`config.mk`:
```
export PLATFORM = sky130hd
export DESIGN_NAME = coincidence_fov_filter_flat
export DESIGN_NICKNAME = d
export VERILOG_FILES = /design/src/design/cff_pkg.sv /design/src/design/cff_in_if.sv /design/src/design/cff_out_if.sv /design/src/design/coincidence_fov_filter.sv /design/src/flat_wrapper.sv
export SDC_FILE = /design/constraint.sdc
export NUM_CORES = 2
export LEC_CHECK = 0
export BUFFER_PORTS_ARGS = -buffer_cell sky130_fd_sc_hd__buf_4
export CAP_MARGIN = 25
export CORE_MARGIN = 2
export CORE_UTILIZATION = 50
export DETAILED_ROUTE_END_ITERATION = 7
export PLACE_DENSITY = 0.7
export SYNTH_ARGS = -nofsm -noshare
export SYNTH_HDL_FRONTEND = slang
export SYNTH_SLANG_ARGS = --single-unit
```
`constraint.sdc`:
```
create_clock -name clk -period 10.6 [get_ports clk]
set_clock_uncertainty 0.2 [all_clocks]
set_input_delay 2.12 -clock clk [delete_from_list [all_inputs] [get_ports clk]]
set_output_delay 2.12 -clock clk [all_outputs]
set_load 0.1 [all_outputs]
```
`src/design/cff_pkg.sv`:
```
// Shared constants and types for the coincidence field-of-view filter.
`timescale 1ns / 1ps
package cff_pkg;

	// Field widths
	localparam int COORD_WIDTH = 16;
	localparam int COUNT_WIDTH = 32;
	localparam int RADIUS_W    = 15;
	localparam int CODE_W      = 8;
	localparam int CLASS_W     = 2;

	// Shared multiplier: operands wide enough for |cross|, chord^2 and radius^2
	localparam int MUL_W  = (2 * COORD_WIDTH + 1 > 2 * RADIUS_W) ?
		2 * COORD_WIDTH + 1 : 2 * RADIUS_W;
	localparam int PROD_W = 2 * MUL_W;
	// Signed accumulator for the cross product and the squared chord length
	localparam int ACC_W  = 2 * COORD_WIDTH + 3;

	localparam logic [RADIUS_W-1:0] RADIUS_RESET = RADIUS_W'(1600);

	// Raw class codes
	localparam logic [CODE_W-1:0] CODE_TRUE_A  = CODE_W'(0);
	localparam logic [CODE_W-1:0] CODE_TRUE_B  = CODE_W'(10);
	localparam logic [CODE_W-1:0] CODE_RANDOM  = CODE_W'(1);
	localparam logic [CODE_W-1:0] CODE_SCATTER = CODE_W'(2);

	// Normalized classes
	localparam logic [CLASS_W-1:0] CLS_TRUE    = 2'd0;
	localparam logic [CLASS_W-1:0] CLS_RANDOM  = 2'd1;
	localparam logic [CLASS_W-1:0] CLS_SCATTER = 2'd2;
	localparam logic [CLASS_W-1:0] CLS_OTHER   = 2'd3;

	// Class counter bank slots: seen at even, rejected at odd entries
	localparam int BANK_DEPTH = 8;
	localparam logic [2:0] BK_TRUES_SEEN        = 3'd0;
	localparam logic [2:0] BK_TRUES_REJECTED    = 3'd1;
	localparam logic [2:0] BK_RANDOMS_SEEN      = 3'd2;
	localparam logic [2:0] BK_RANDOMS_REJECTED  = 3'd3;
	localparam logic [2:0] BK_SCATTERS_SEEN     = 3'd4;
	localparam logic [2:0] BK_SCATTERS_REJECTED = 3'd5;
	localparam logic [2:0] BK_OTHERS_SEEN       = 3'd6;
	localparam logic [2:0] BK_OTHERS_REJECTED   = 3'd7;

	// Multiplier schedule, one product per step
	localparam int STEP_W = 3;
	localparam logic [STEP_W-1:0] STEP_XY = 3'd0;  // x1 * y2
	localparam logic [STEP_W-1:0] STEP_YX = 3'd1;  // x2 * y1
	localparam logic [STEP_W-1:0] STEP_DX = 3'd2;  // dx * dx
	localparam logic [STEP_W-1:0] STEP_RR = 3'd3;  // radius * radius
	localparam logic [STEP_W-1:0] STEP_DY = 3'd4;  // dy * dy
	localparam logic [STEP_W-1:0] STEP_CC = 3'd5;  // cross * cross
	localparam logic [STEP_W-1:0] STEP_RC = 3'd6;  // radius^2 * chord^2

	typedef enum logic [1:0] {
		ST_IDLE,
		ST_CALC,
		ST_DONE
	} cff_state_t;

	typedef logic signed [COORD_WIDTH-1:0] coord_t;
	typedef logic [COUNT_WIDTH-1:0] count_t;

endpackage

```
`src/design/cff_in_if.sv`:
```
// Input channel: one coincidence event per beat.
`timescale 1ns / 1ps
interface cff_in_if;
	import cff_pkg::*;

	logic              valid;
	logic              ready;
	coord_t            hit1_x;
	coord_t            hit1_y;
	coord_t            hit2_x;
	coord_t            hit2_y;
	logic [CODE_W-1:0] class_code;

	modport source (output valid, hit1_x, hit1_y, hit2_x, hit2_y, class_code,
		input ready);
	modport sink (input valid, hit1_x, hit1_y, hit2_x, hit2_y, class_code,
		output ready);
endinterface

```
`src/design/cff_out_if.sv`:
```
// Output channel: filter decision and counter snapshot per beat.
`timescale 1ns / 1ps
interface cff_out_if;
	import cff_pkg::*;

	logic               valid;
	logic               ready;
	logic               accepted;
	logic [CLASS_W-1:0] event_class;
	count_t             events_total;
	count_t             rejected_total;
	count_t             trues_seen;
	count_t             trues_rejected;
	count_t             randoms_seen;
	count_t             randoms_rejected;
	count_t             scatters_seen;
	count_t             scatters_rejected;
	count_t             others_seen;
	count_t             others_rejected;

	modport source (output valid, accepted, event_class, events_total, rejected_total,
		trues_seen, trues_rejected, randoms_seen, randoms_rejected, scatters_seen,
		scatters_rejected, others_seen, others_rejected, input ready);
	modport sink (input valid, accepted, event_class, events_total, rejected_total,
		trues_seen, trues_rejected, randoms_seen, randoms_rejected, scatters_seen,
		scatters_rejected, others_seen, others_rejected, output ready);
endinterface

```
`src/design/coincidence_fov_filter.sv`:
```
// Field-of-view filter and saturating event counters for coincidence events.
// The seven products of each event pass one by one through a single 33x33 multiplier.
// The input is not ready again until the result has been loaded into the output.
// Reset: all counters clear to zero at once, the radius returns to 1600.
`timescale 1ns / 1ps
module coincidence_fov_filter (
	input  logic                          clk,
	input  logic                          arst_n,
	input  logic                          cfg_we,
	input  logic [cff_pkg::RADIUS_W-1:0]  cfg_wdata,
	cff_in_if.sink                        in_ch,
	cff_out_if.source                     out_ch
);
	import cff_pkg::*;

	cff_state_t st_q, st_d;
	logic [STEP_W-1:0] step_q;
	logic in_ready, in_fire, calc_en, done_en;

	logic [RADIUS_W-1:0] radius_q;
	coord_t x1_q, y1_q, x2_q, y2_q;
	logic [CLASS_W-1:0] cls_q;

	logic [MUL_W-1:0] op_a, op_b;
	logic op_neg;
	logic [PROD_W-1:0] prod_d, prod_q;
	logic neg_q;
	logic signed [ACC_W-1:0] acc_q, pmag, sprod;
	logic [ACC_W-1:0] acc_mag;
	logic [MUL_W-1:0] cross_q, r2_q;
	logic [PROD_W-1:0] lhs_q;
	logic signed [COORD_WIDTH:0] dx_s, dy_s;
	logic reject;

	logic out_valid_q, accepted_q;
	logic [CLASS_W-1:0] out_cls_q;
	count_t events_q, rejects_q;
	count_t bank_q [BANK_DEPTH];

	// Magnitude of a sign-extended coordinate or difference, zero-extended
	function automatic logic [MUL_W-1:0] abs_w(input logic [COORD_WIDTH:0] v);
		logic [COORD_WIDTH:0] m;
		m = v[COORD_WIDTH] ? (~v + 1'b1) : v;
		return MUL_W'(m);
	endfunction

	function automatic count_t sat_inc(input count_t v);
		return (&v) ? v : v + 1'b1;
	endfunction

	function automatic logic [CLASS_W-1:0] decode_class(input logic [CODE_W-1:0] c);
		logic [CLASS_W-1:0] k;
		if (c == CODE_TRUE_A || c == CODE_TRUE_B) begin
			k = CLS_TRUE;
		end else if (c == CODE_RANDOM) begin
			k = CLS_RANDOM;
		end else if (c == CODE_SCATTER) begin
			k = CLS_SCATTER;
		end else begin
			k = CLS_OTHER;
		end
		return k;
	endfunction

	// Sequencer outputs
	always_comb begin
		in_ready = 1'b0;
		calc_en  = 1'b0;
		done_en  = 1'b0;
		case (st_q)
			ST_IDLE: in_ready = 1'b1;
			ST_CALC: calc_en = 1'b1;
			ST_DONE: done_en = !out_valid_q || out_ch.ready;
			default: ;
		endcase
	end

	assign in_ch.ready = in_ready;
	assign in_fire = in_ch.valid && in_ready;

	// Sequencer next state
	always_comb begin
		st_d = st_q;
		case (st_q)
			ST_IDLE: if (in_fire) st_d = ST_CALC;
			ST_CALC: if (step_q == STEP_RC) st_d = ST_DONE;
			ST_DONE: if (done_en) st_d = ST_IDLE;
			default: st_d = ST_IDLE;
		endcase
	end

	always_ff @(posedge clk or negedge arst_n) begin
		if (!arst_n) begin
			st_q   <= ST_IDLE;
			step_q <= STEP_XY;
		end else begin
			st_q <= st_d;
			if (calc_en && step_q != STEP_RC) begin
				step_q <= step_q + 1'b1;
			end else begin
				step_q <= STEP_XY;
			end
		end
	end

	// Radius register
	always_ff @(posedge clk or negedge arst_n) begin
		if (!arst_n) begin
			radius_q <= RADIUS_RESET;
		end else if (cfg_we) begin
			radius_q <= cfg_wdata;
		end
	end

	// Capture the event
	always_ff @(posedge clk) begin
		if (in_fire) begin
			x1_q  <= in_ch.hit1_x;
			y1_q  <= in_ch.hit1_y;
			x2_q  <= in_ch.hit2_x;
			y2_q  <= in_ch.hit2_y;
			cls_q <= decode_class(in_ch.class_code);
		end
	end

	assign dx_s = {x1_q[COORD_WIDTH-1], x1_q} - {x2_q[COORD_WIDTH-1], x2_q};
	assign dy_s = {y1_q[COORD_WIDTH-1], y1_q} - {y2_q[COORD_WIDTH-1], y2_q};

	// Select multiplier operands for this step
	always_comb begin
		op_a   = '0;
		op_b   = '0;
		op_neg = 1'b0;
		case (step_q)
			STEP_XY: begin
				op_a   = abs_w({x1_q[COORD_WIDTH-1], x1_q});
				op_b   = abs_w({y2_q[COORD_WIDTH-1], y2_q});
				op_neg = x1_q[COORD_WIDTH-1] ^ y2_q[COORD_WIDTH-1];
			end
			STEP_YX: begin
				op_a   = abs_w({x2_q[COORD_WIDTH-1], x2_q});
				op_b   = abs_w({y1_q[COORD_WIDTH-1], y1_q});
				op_neg = x2_q[COORD_WIDTH-1] ^ y1_q[COORD_WIDTH-1];
			end
			STEP_DX: begin
				op_a = abs_w(dx_s);
				op_b = abs_w(dx_s);
			end
			STEP_RR: begin
				op_a = MUL_W'(radius_q);
				op_b = MUL_W'(radius_q);
			end
			STEP_DY: begin
				op_a = abs_w(dy_s);
				op_b = abs_w(dy_s);
			end
			STEP_CC: begin
				op_a = cross_q;
				op_b = cross_q;
			end
			STEP_RC: begin
				op_a = r2_q;
				op_b = MUL_W'(unsigned'(acc_q));
			end
			default: ;
		endcase
	end

	assign prod_d = op_a * op_b;

	// Signed view of the last product, for the accumulator
	assign pmag    = signed'({1'b0, prod_q[ACC_W-2:0]});
	assign sprod   = neg_q ? -pmag : pmag;
	assign acc_mag = acc_q[ACC_W-1] ? unsigned'(-acc_q) : unsigned'(acc_q);

	// Multiply, then fold the previous product into the datapath
	always_ff @(posedge clk) begin
		if (calc_en) begin
			prod_q <= prod_d;
			neg_q  <= op_neg;
			case (step_q)
				STEP_YX: acc_q <= sprod;
				STEP_DX: acc_q <= acc_q - sprod;
				STEP_RR: begin
					cross_q <= MUL_W'(acc_mag);
					acc_q   <= sprod;
				end
				STEP_DY: r2_q <= prod_q[MUL_W-1:0];
				STEP_CC: acc_q <= acc_q + sprod;
				STEP_RC: lhs_q <= prod_q;
				default: ;
			endcase
		end
	end

	// cross^2 against radius^2 * chord^2
	assign reject = lhs_q > prod_q;

	// Counters and result flags
	always_ff @(posedge clk or negedge arst_n) begin
		if (!arst_n) begin
			out_valid_q <= 1'b0;
			events_q    <= '0;
			rejects_q   <= '0;
			for (int i = 0; i < BANK_DEPTH; i++) begin
				bank_q[i] <= '0;
			end
		end else begin
			if (done_en) begin
				out_valid_q <= 1'b1;
				events_q    <= sat_inc(events_q);
				bank_q[{cls_q, 1'b0}] <= sat_inc(bank_q[{cls_q, 1'b0}]);
				if (reject) begin
					rejects_q <= sat_inc(rejects_q);
					bank_q[{cls_q, 1'b1}] <= sat_inc(bank_q[{cls_q, 1'b1}]);
				end
			end else if (out_ch.ready) begin
				out_valid_q <= 1'b0;
			end
		end
	end

	always_ff @(posedge clk) begin
		if (done_en) begin
			accepted_q <= !reject;
			out_cls_q  <= cls_q;
		end
	end

	// Drive the result beat; counters hold until the next event finishes
	assign out_ch.valid             = out_valid_q;
	assign out_ch.accepted          = accepted_q;
	assign out_ch.event_class       = out_cls_q;
	assign out_ch.events_total      = events_q;
	assign out_ch.rejected_total    = rejects_q;
	assign out_ch.trues_seen        = bank_q[BK_TRUES_SEEN];
	assign out_ch.trues_rejected    = bank_q[BK_TRUES_REJECTED];
	assign out_ch.randoms_seen      = bank_q[BK_RANDOMS_SEEN];
	assign out_ch.randoms_rejected  = bank_q[BK_RANDOMS_REJECTED];
	assign out_ch.scatters_seen     = bank_q[BK_SCATTERS_SEEN];
	assign out_ch.scatters_rejected = bank_q[BK_SCATTERS_REJECTED];
	assign out_ch.others_seen       = bank_q[BK_OTHERS_SEEN];
	assign out_ch.others_rejected   = bank_q[BK_OTHERS_REJECTED];

endmodule

```
`src/flat_wrapper.sv`:
```
// flat-port wrapper written by rule: the top's interface ports become plain ports
module coincidence_fov_filter_flat import cff_pkg::*;
  (clk, arst_n, cfg_we, cfg_wdata, in_ch_valid, in_ch_hit1_x, in_ch_hit1_y, in_ch_hit2_x, in_ch_hit2_y, in_ch_class_code, in_ch_ready, out_ch_valid, out_ch_accepted, out_ch_event_class, out_ch_events_total, out_ch_rejected_total, out_ch_trues_seen, out_ch_trues_rejected, out_ch_randoms_seen, out_ch_randoms_rejected, out_ch_scatters_seen, out_ch_scatters_rejected, out_ch_others_seen, out_ch_others_rejected, out_ch_ready);
  cff_in_if in_ch_i ();
  cff_out_if out_ch_i ();
  input  logic clk;
  input  logic arst_n;
  input  logic cfg_we;
  input  logic [cff_pkg::RADIUS_W-1:0] cfg_wdata;
  input wire logic [$bits(in_ch_i.valid)-1:0] in_ch_valid;
  input wire logic [$bits(in_ch_i.hit1_x)-1:0] in_ch_hit1_x;
  input wire logic [$bits(in_ch_i.hit1_y)-1:0] in_ch_hit1_y;
  input wire logic [$bits(in_ch_i.hit2_x)-1:0] in_ch_hit2_x;
  input wire logic [$bits(in_ch_i.hit2_y)-1:0] in_ch_hit2_y;
  input wire logic [$bits(in_ch_i.class_code)-1:0] in_ch_class_code;
  output wire logic [$bits(in_ch_i.ready)-1:0] in_ch_ready;
  output wire logic [$bits(out_ch_i.valid)-1:0] out_ch_valid;
  output wire logic [$bits(out_ch_i.accepted)-1:0] out_ch_accepted;
  output wire logic [$bits(out_ch_i.event_class)-1:0] out_ch_event_class;
  output wire logic [$bits(out_ch_i.events_total)-1:0] out_ch_events_total;
  output wire logic [$bits(out_ch_i.rejected_total)-1:0] out_ch_rejected_total;
  output wire logic [$bits(out_ch_i.trues_seen)-1:0] out_ch_trues_seen;
  output wire logic [$bits(out_ch_i.trues_rejected)-1:0] out_ch_trues_rejected;
  output wire logic [$bits(out_ch_i.randoms_seen)-1:0] out_ch_randoms_seen;
  output wire logic [$bits(out_ch_i.randoms_rejected)-1:0] out_ch_randoms_rejected;
  output wire logic [$bits(out_ch_i.scatters_seen)-1:0] out_ch_scatters_seen;
  output wire logic [$bits(out_ch_i.scatters_rejected)-1:0] out_ch_scatters_rejected;
  output wire logic [$bits(out_ch_i.others_seen)-1:0] out_ch_others_seen;
  output wire logic [$bits(out_ch_i.others_rejected)-1:0] out_ch_others_rejected;
  input wire logic [$bits(out_ch_i.ready)-1:0] out_ch_ready;
  assign in_ch_i.valid = in_ch_valid;
  assign in_ch_i.hit1_x = in_ch_hit1_x;
  assign in_ch_i.hit1_y = in_ch_hit1_y;
  assign in_ch_i.hit2_x = in_ch_hit2_x;
  assign in_ch_i.hit2_y = in_ch_hit2_y;
  assign in_ch_i.class_code = in_ch_class_code;
  assign in_ch_ready = in_ch_i.ready;
  assign out_ch_valid = out_ch_i.valid;
  assign out_ch_accepted = out_ch_i.accepted;
  assign out_ch_event_class = out_ch_i.event_class;
  assign out_ch_events_total = out_ch_i.events_total;
  assign out_ch_rejected_total = out_ch_i.rejected_total;
  assign out_ch_trues_seen = out_ch_i.trues_seen;
  assign out_ch_trues_rejected = out_ch_i.trues_rejected;
  assign out_ch_randoms_seen = out_ch_i.randoms_seen;
  assign out_ch_randoms_rejected = out_ch_i.randoms_rejected;
  assign out_ch_scatters_seen = out_ch_i.scatters_seen;
  assign out_ch_scatters_rejected = out_ch_i.scatters_rejected;
  assign out_ch_others_seen = out_ch_i.others_seen;
  assign out_ch_others_rejected = out_ch_i.others_rejected;
  assign out_ch_i.ready = out_ch_ready;
  coincidence_fov_filter u_core (.clk(clk), .arst_n(arst_n), .cfg_we(cfg_we), .cfg_wdata(cfg_wdata), .in_ch(in_ch_i), .out_ch(out_ch_i));
endmodule
```
======== Word-level counts from Yosys, hierarchy flattened ========
Index checks and enable logic that the tools add are counted.
storage, ports and cells
  flip-flop bits (word level) ............. 644
  input port bits ......................... 92
  output and inout port bits .............. 325
  word-level logic and storage cells ...... 143
operators by class
  add/subtract/negate cells ............... 17
  multiply operators ...................... 1
  $lt $le $gt $ge ......................... 5
  eq/ne operators ......................... 15
  multiplexer cells ....................... 39
  bitwise operators ....................... 12
  reductions and logical operators ........ 26
operator list
  cell                                            number
  bitwise mux 256 bit                             2
  case mux 33 bit (7 select lines)                2
  2-to-1 mux 256 bit                              1
  2-to-1 mux 32 bit                               8
  binary-select mux 32 bit (select 3 bit)         2
  demux 32 bit (select 3 bit)                     2
  adder 32 x 1 -> 32 bit (second input constant)  4
  AND reduction 32 bit                            4
  case mux 35 bit (3 select lines)                1
  adder 17 x 1 -> 17 bit (second input constant)  6
  2-to-1 mux 17 bit                               6
  NOT 17 bit                                      6
  > comparator 66 bit                             1
  multiplier 33 x 33 -> 66 bit                    1
  adder 35 bit                                    1
  2-to-1 mux 35 bit                               1
  negator 34 -> 35 bit                            1
  subtractor 35 bit                               1
  subtractor 16 x 16 -> 17 bit                    2
  2-to-1 mux 33 bit                               1
  negator 33 bit                                  1
  AND reduction 2 bit                             5
  == test 3 bit (second input constant)           3
  == test 8 x 1 -> 1 bit (second input constant)  1
  other kinds (29)                                52

======== Logic depth before layout (Yosys ltp) ========
  depth in word-level cells ............... 9
  mapped depth ............................ 45
  depth with buffers taken out ............ 42

======== Least setup slack after synthesis ========
OpenSTA, ideal clock, no wires.
  path type ............................... reg-to-reg
  start ................................... reg u_core.x2_q[0]
  end ..................................... reg u_core.prod_q[61], data pin
  library setup time ...................... 0.207 ns
  arrival ................................. 10.493 ns
  data required time ...................... 10.193 ns
  slack ................................... -0.300 ns
  stages on the path, launching flop included .. 41
  path buffers ............................ 1
  period minus slack after synthesis ...... 10.900 ns
  cell sequence ........................... edfxtp_1 -> ha_1 -> fa_1 -> nand2b_1 -> a21oi_1 -> nor2_1 -> xnor2_1 -> or4_1 -> nor4_1 -> a21oi_1 -> xnor2_1 -> o221ai_1 -> a2111oi_0 -> buf_2 -> nor2_1 -> fa_1 -> fa_1 -> inv_1 -> [... 5 more ...] -> inv_1 -> fa_1 -> fa_1 -> inv_1 -> fa_1 -> inv_1 -> ha_1 -> and2_1 -> and2_1 -> nand2_1 -> nor4b_1 -> o21ai_0 -> nand4_1 -> a31oi_1 -> o21ai_0 -> a31oi_1 -> mux2i_1 -> a2111oi_0
between the ends
  cells in the longest elaborated chain, start to end .. 6
  elaborated cells on any way between the ends .. 10
  those cells by class .................... 3 x add/sub; 1 x mul; 4 x mux; 2 x bitwise
ends and longest elaborated chain
  element                           line                           text
  start: declaration                coincidence_fov_filter.sv:21   coord_t x1_q, y1_q, x2_q, y2_q;
  start signal: assignment          coincidence_fov_filter.sv:120  x2_q <= in_ch.hit2_x;
  subtractor 16 x 16 -> 17 bit      coincidence_fov_filter.sv:126  assign dx_s = {x1_q[COORD_WIDTH-1], x1_q} - {x2_q[COORD_WIDTH-1], x2_q};
  NOT 17 bit                        coincidence_fov_filter.sv:43   m = v[COORD_WIDTH] ? (~v + 1'b1) : v;
  adder 17 x 1 -> 17 bit            coincidence_fov_filter.sv:43
  2-to-1 mux 17 bit                 coincidence_fov_filter.sv:43
  case mux 33 bit (7 select lines)  coincidence_fov_filter.sv:134  case (step_q)
  multiplier 33 x 33 -> 66 bit *    coincidence_fov_filter.sv:169  assign prod_d = op_a * op_b;
  net u_core.prod_d[61]             coincidence_fov_filter.sv:26   logic [PROD_W-1:0] prod_d, prod_q;
  end signal: assignment            coincidence_fov_filter.sv:179  prod_q <= prod_d;
  end: declaration                  coincidence_fov_filter.sv:26
The timed path passes the listed nets; every way through them passes the cells marked *.
A chain may end at the register's enable or synchronous reset.

======== Final worst setup path ========
  start ................................... reg u_core.x1_q[2]
  end ..................................... reg u_core.prod_q[57], data pin
between the ends
  cells in the longest elaborated chain, start to end .. 6
  elaborated cells on any way between the ends .. 10
  those cells by class .................... 3 x add/sub; 1 x mul; 4 x mux; 2 x bitwise
ends and longest elaborated chain
  element                           line                           text
  start: declaration                coincidence_fov_filter.sv:21
  start signal: assignment          coincidence_fov_filter.sv:118  x1_q <= in_ch.hit1_x;
  subtractor 16 x 16 -> 17 bit      coincidence_fov_filter.sv:126
  NOT 17 bit                        coincidence_fov_filter.sv:43
  adder 17 x 1 -> 17 bit            coincidence_fov_filter.sv:43
  2-to-1 mux 17 bit                 coincidence_fov_filter.sv:43
  case mux 33 bit (7 select lines)  coincidence_fov_filter.sv:134
  multiplier 33 x 33 -> 66 bit *    coincidence_fov_filter.sv:169
  net u_core.prod_d[57]             coincidence_fov_filter.sv:26
Marked as above.

==> run metrics <==
YS warnings=0; most used cell, CP=fa_1; Worst EP required=10810 ps; Fin Setup TNS=-6350 ps; post-layout min period=10990 ps; R2R Path Start=u_core.x1_q[2]; element type at the critical path start=register; Post-DRT Antenna Nets=0; largest net degree at the start of global routing=161; Nets=9687; Seq/Total Area, Yosys=25.0%; vias in the first global route=59100; # setup viols final=28; CTS Hold Bufs=0; GPL Wtd Cong=0.998; Netlist cell types=97; cell area after synthesis=70600 um2; Initial DRC Count=5211; flop2flop setup slack=-390 ps; Tot GR Track Use=32.0%; chip width=380 um; Slew @ Worst Pin=1350 ps; Stages on worst setup path=41; RSZ-0062 raised after global routing=true; reg-to-reg endpoint=u_core.prod_q[57]; Worst-Skew Late Latency=690 ps; CP delay by family, top=adder cells; Layout fillers=11500; Die H=380 um; Post-synth EDFFs=303; slowest CP cell=fa_2; CTS Root Cell=clkbuf_16; DR WL/cell=22.8 um; clock buffer count from CTS=75; first drt pass iteration count=6; post-DP HPWL=184000 um; CP arrival=11210 ps; crit-path max FO=10; GRT Residual Overflow=0; layout cells sized above 1=23.3%; ys flop type=dfrtp_1; CTS tree=yes; final slew viol count=0; Max Root-Sink Buffers=3; Hold Crit Depth=0; initial antenna violation count=12; final hold violations=0; final worst-path cycle share=104%; status=complete, but fails checks; critical path buffer and inverter count=11; Worst setup EP type=register; syn nets=8776; PnR worst setup slack=-393 ps; commonest non-fill, non-tap cells in the layout=1162 x inv_1, 1066 x buf_4, 961 x nand2_1; max_cap viols=0; DRC viols=0; H-Tree Depth=3; slowest stage delay, CP=610 ps; Gate Count Post-Synth=7309; syn_area_per_cell=9.65 um2; Vias/cell=5.70; Port Buffers=416; failing checks=negative setup slack; Initial Util=50.4%; io pins=417; row cnt=137; first-pass GRT wire length=355000 um; Die Area=144000 um2; critical path class=reg -> reg; Layout area overhead=21.9%; Tightest Hold Check Type=reg -> reg; Worst Hold Launch=u_core.prod_q[55]; FMAX=0.0910 GHz; CORE AREA=140000 um2; Worst Hold End=u_core.lhs_q[55]; #FFs+latches synth=644; most common cell after layout, fill and taps aside=inv_1; total wire length=231000 um; FF-to-FF path depth=41; clock sink count=644; Max-slew headroom=9.86%; Via Count=58000; Synth async-reset ratio=53.0%; CTS clk-pin slew, worst paths=60 ps
worst reg2reg max path: cells and delay by family, from the launching register on:
family | cells | cell delay (ps)
flip-flops | 1 | 460
AND/OR/NAND/NOR | 6 | 1440
buffers and inverters | 11 | 1440
AO/OA/AOI/OAI | 13 | 2350
XOR/XNOR | 1 | 120
adder cells (fa/ha/maj) | 10 | 4700
area by class of cell:
class / count / area (um2) / area share (%)
sequential: 644 / 17600 / 20.5
clock buffer: 90 / 1990 / 2.31
tap: 1876 / 2350 / 2.73
inverter: 1222 / 4590 / 5.33
antenna: 4 / 10.0 / 0.0116
clock inverter: 49 / 554 / 0.644
multi-input combinational: 5091 / 49000 / 57.0
timing repair buffer: 1186 / 9880 / 11.5
logic make-up after synthesis:
logic type | after synthesis | share of synthesized area [%]
AOI/OAI and AO/OA | 988 | 9.12
xor gates and xnor gates | 404 | 5.03
adders and majority gates | 1375 | 34.6
buffers and inverters | 1574 | 8.54
DFF | 644 | 25.0
muxes | 210 | 4.29
and+or+nand+nor | 2114 | 13.4
what timing repair did:
action                     in CTS  in global routing
resized for setup             251                265
setup endpoints to repair      40                 40
hold endpoints to repair        0                  0
pin swaps                     131                179
setup buffers                  55                 60
gates cloned                    1                  3
flip-flops by register name (all words and copies together), names as in the netlist, 32 cells and up:
register	cells
u_core.acc_q	35
u_core.cross_q	33
u_core.lhs_q	66
u_core.out_ch.events_total	32
u_core.out_ch.others_rejected	32
u_core.out_ch.others_seen	32
u_core.out_ch.randoms_rejected	32
u_core.out_ch.randoms_seen	32
u_core.out_ch.rejected_total	32
u_core.out_ch.scatters_rejected	32
u_core.out_ch.scatters_seen	32
u_core.out_ch.trues_rejected	32
u_core.out_ch.trues_seen	32
u_core.prod_q	66
u_core.r2_q	33
stage by stage:
step / utilization [%] / hold WS (ps) / setup slack (ps) / area (um2) / std cells
final: 61.5 / 249 / -393 / 86000 / 10200
after global routing: 61.5 / 260 / -702 / 86000 / 10200
after CTS: 60.4 / 248 / -220 / 84400 / 10100
after detailed placement: 57.5 / 235 / -908 / 80400 / 9914
after global placement: 57.4 / 233 / -657 / 80300 / 9910
after floorplan: - / 226 / -57.1 / 70600 / 7309
per-layer routing:
| layer | track usage, % | share of wire (%) | wire (um) | vias to the layer above |
|---|---|---|---|---|
| met3 | 7.32 | 11 | 24700 | 464 |
| met4 | 11.3 | 3.9 | 8920 | 10 |
| met2 | 49.5 | 45 | 104000 | 2839 |
| met1 | 44.4 | 40 | 93600 | 29200 |
| li1 | - | - | - | 25400 |
| met5 | 0 | 0.031 | 71 | - |
how the worst max path moves through the flow:
stage / startpoint / end / slack, ps
after floorplan: u_core.x2_q[0] / u_core.prod_q[61] / -60
after global placement: u_core.y2_q[0] / u_core.prod_q[65] / -660
after detailed placement: u_core.x2_q[0] / u_core.prod_q[61] / -910
after CTS: u_core.y1_q[1] / u_core.prod_q[64] / -220
after global routing: u_core.y1_q[2] / u_core.prod_q[61] / -700
final: u_core.x1_q[2] / u_core.prod_q[57] / -390
Yosys cell counts, drive strengths merged (56+ instances only):
| cell | n | share of area, % |
|---|---|---|
| dfrtp | 338 | 12 |
| fa | 961 | 27 |
| nand4 | 76 | 0.68 |
| a21oi | 232 | 1.6 |
| nand3 | 90 | 0.64 |
| mux2 | 130 | 2.1 |
| nor2 | 533 | 2.9 |
| nor3 | 56 | 0.43 |
| xnor2 | 285 | 3.5 |
| inv | 1222 | 6.5 |
| clkbuf | 304 | 1.6 |
| ha | 414 | 7.3 |
| a21o | 115 | 1.2 |
| xor2 | 119 | 1.5 |
| mux4 | 60 | 1.9 |
| and2 | 125 | 1.1 |
| nand2 | 971 | 5.2 |
| edfxtp | 303 | 13 |
| o21ai | 252 | 1.8 |
Power is not shown: default switching activity piles up to over one toggle a cycle in this logic, so the estimate is an artifact.
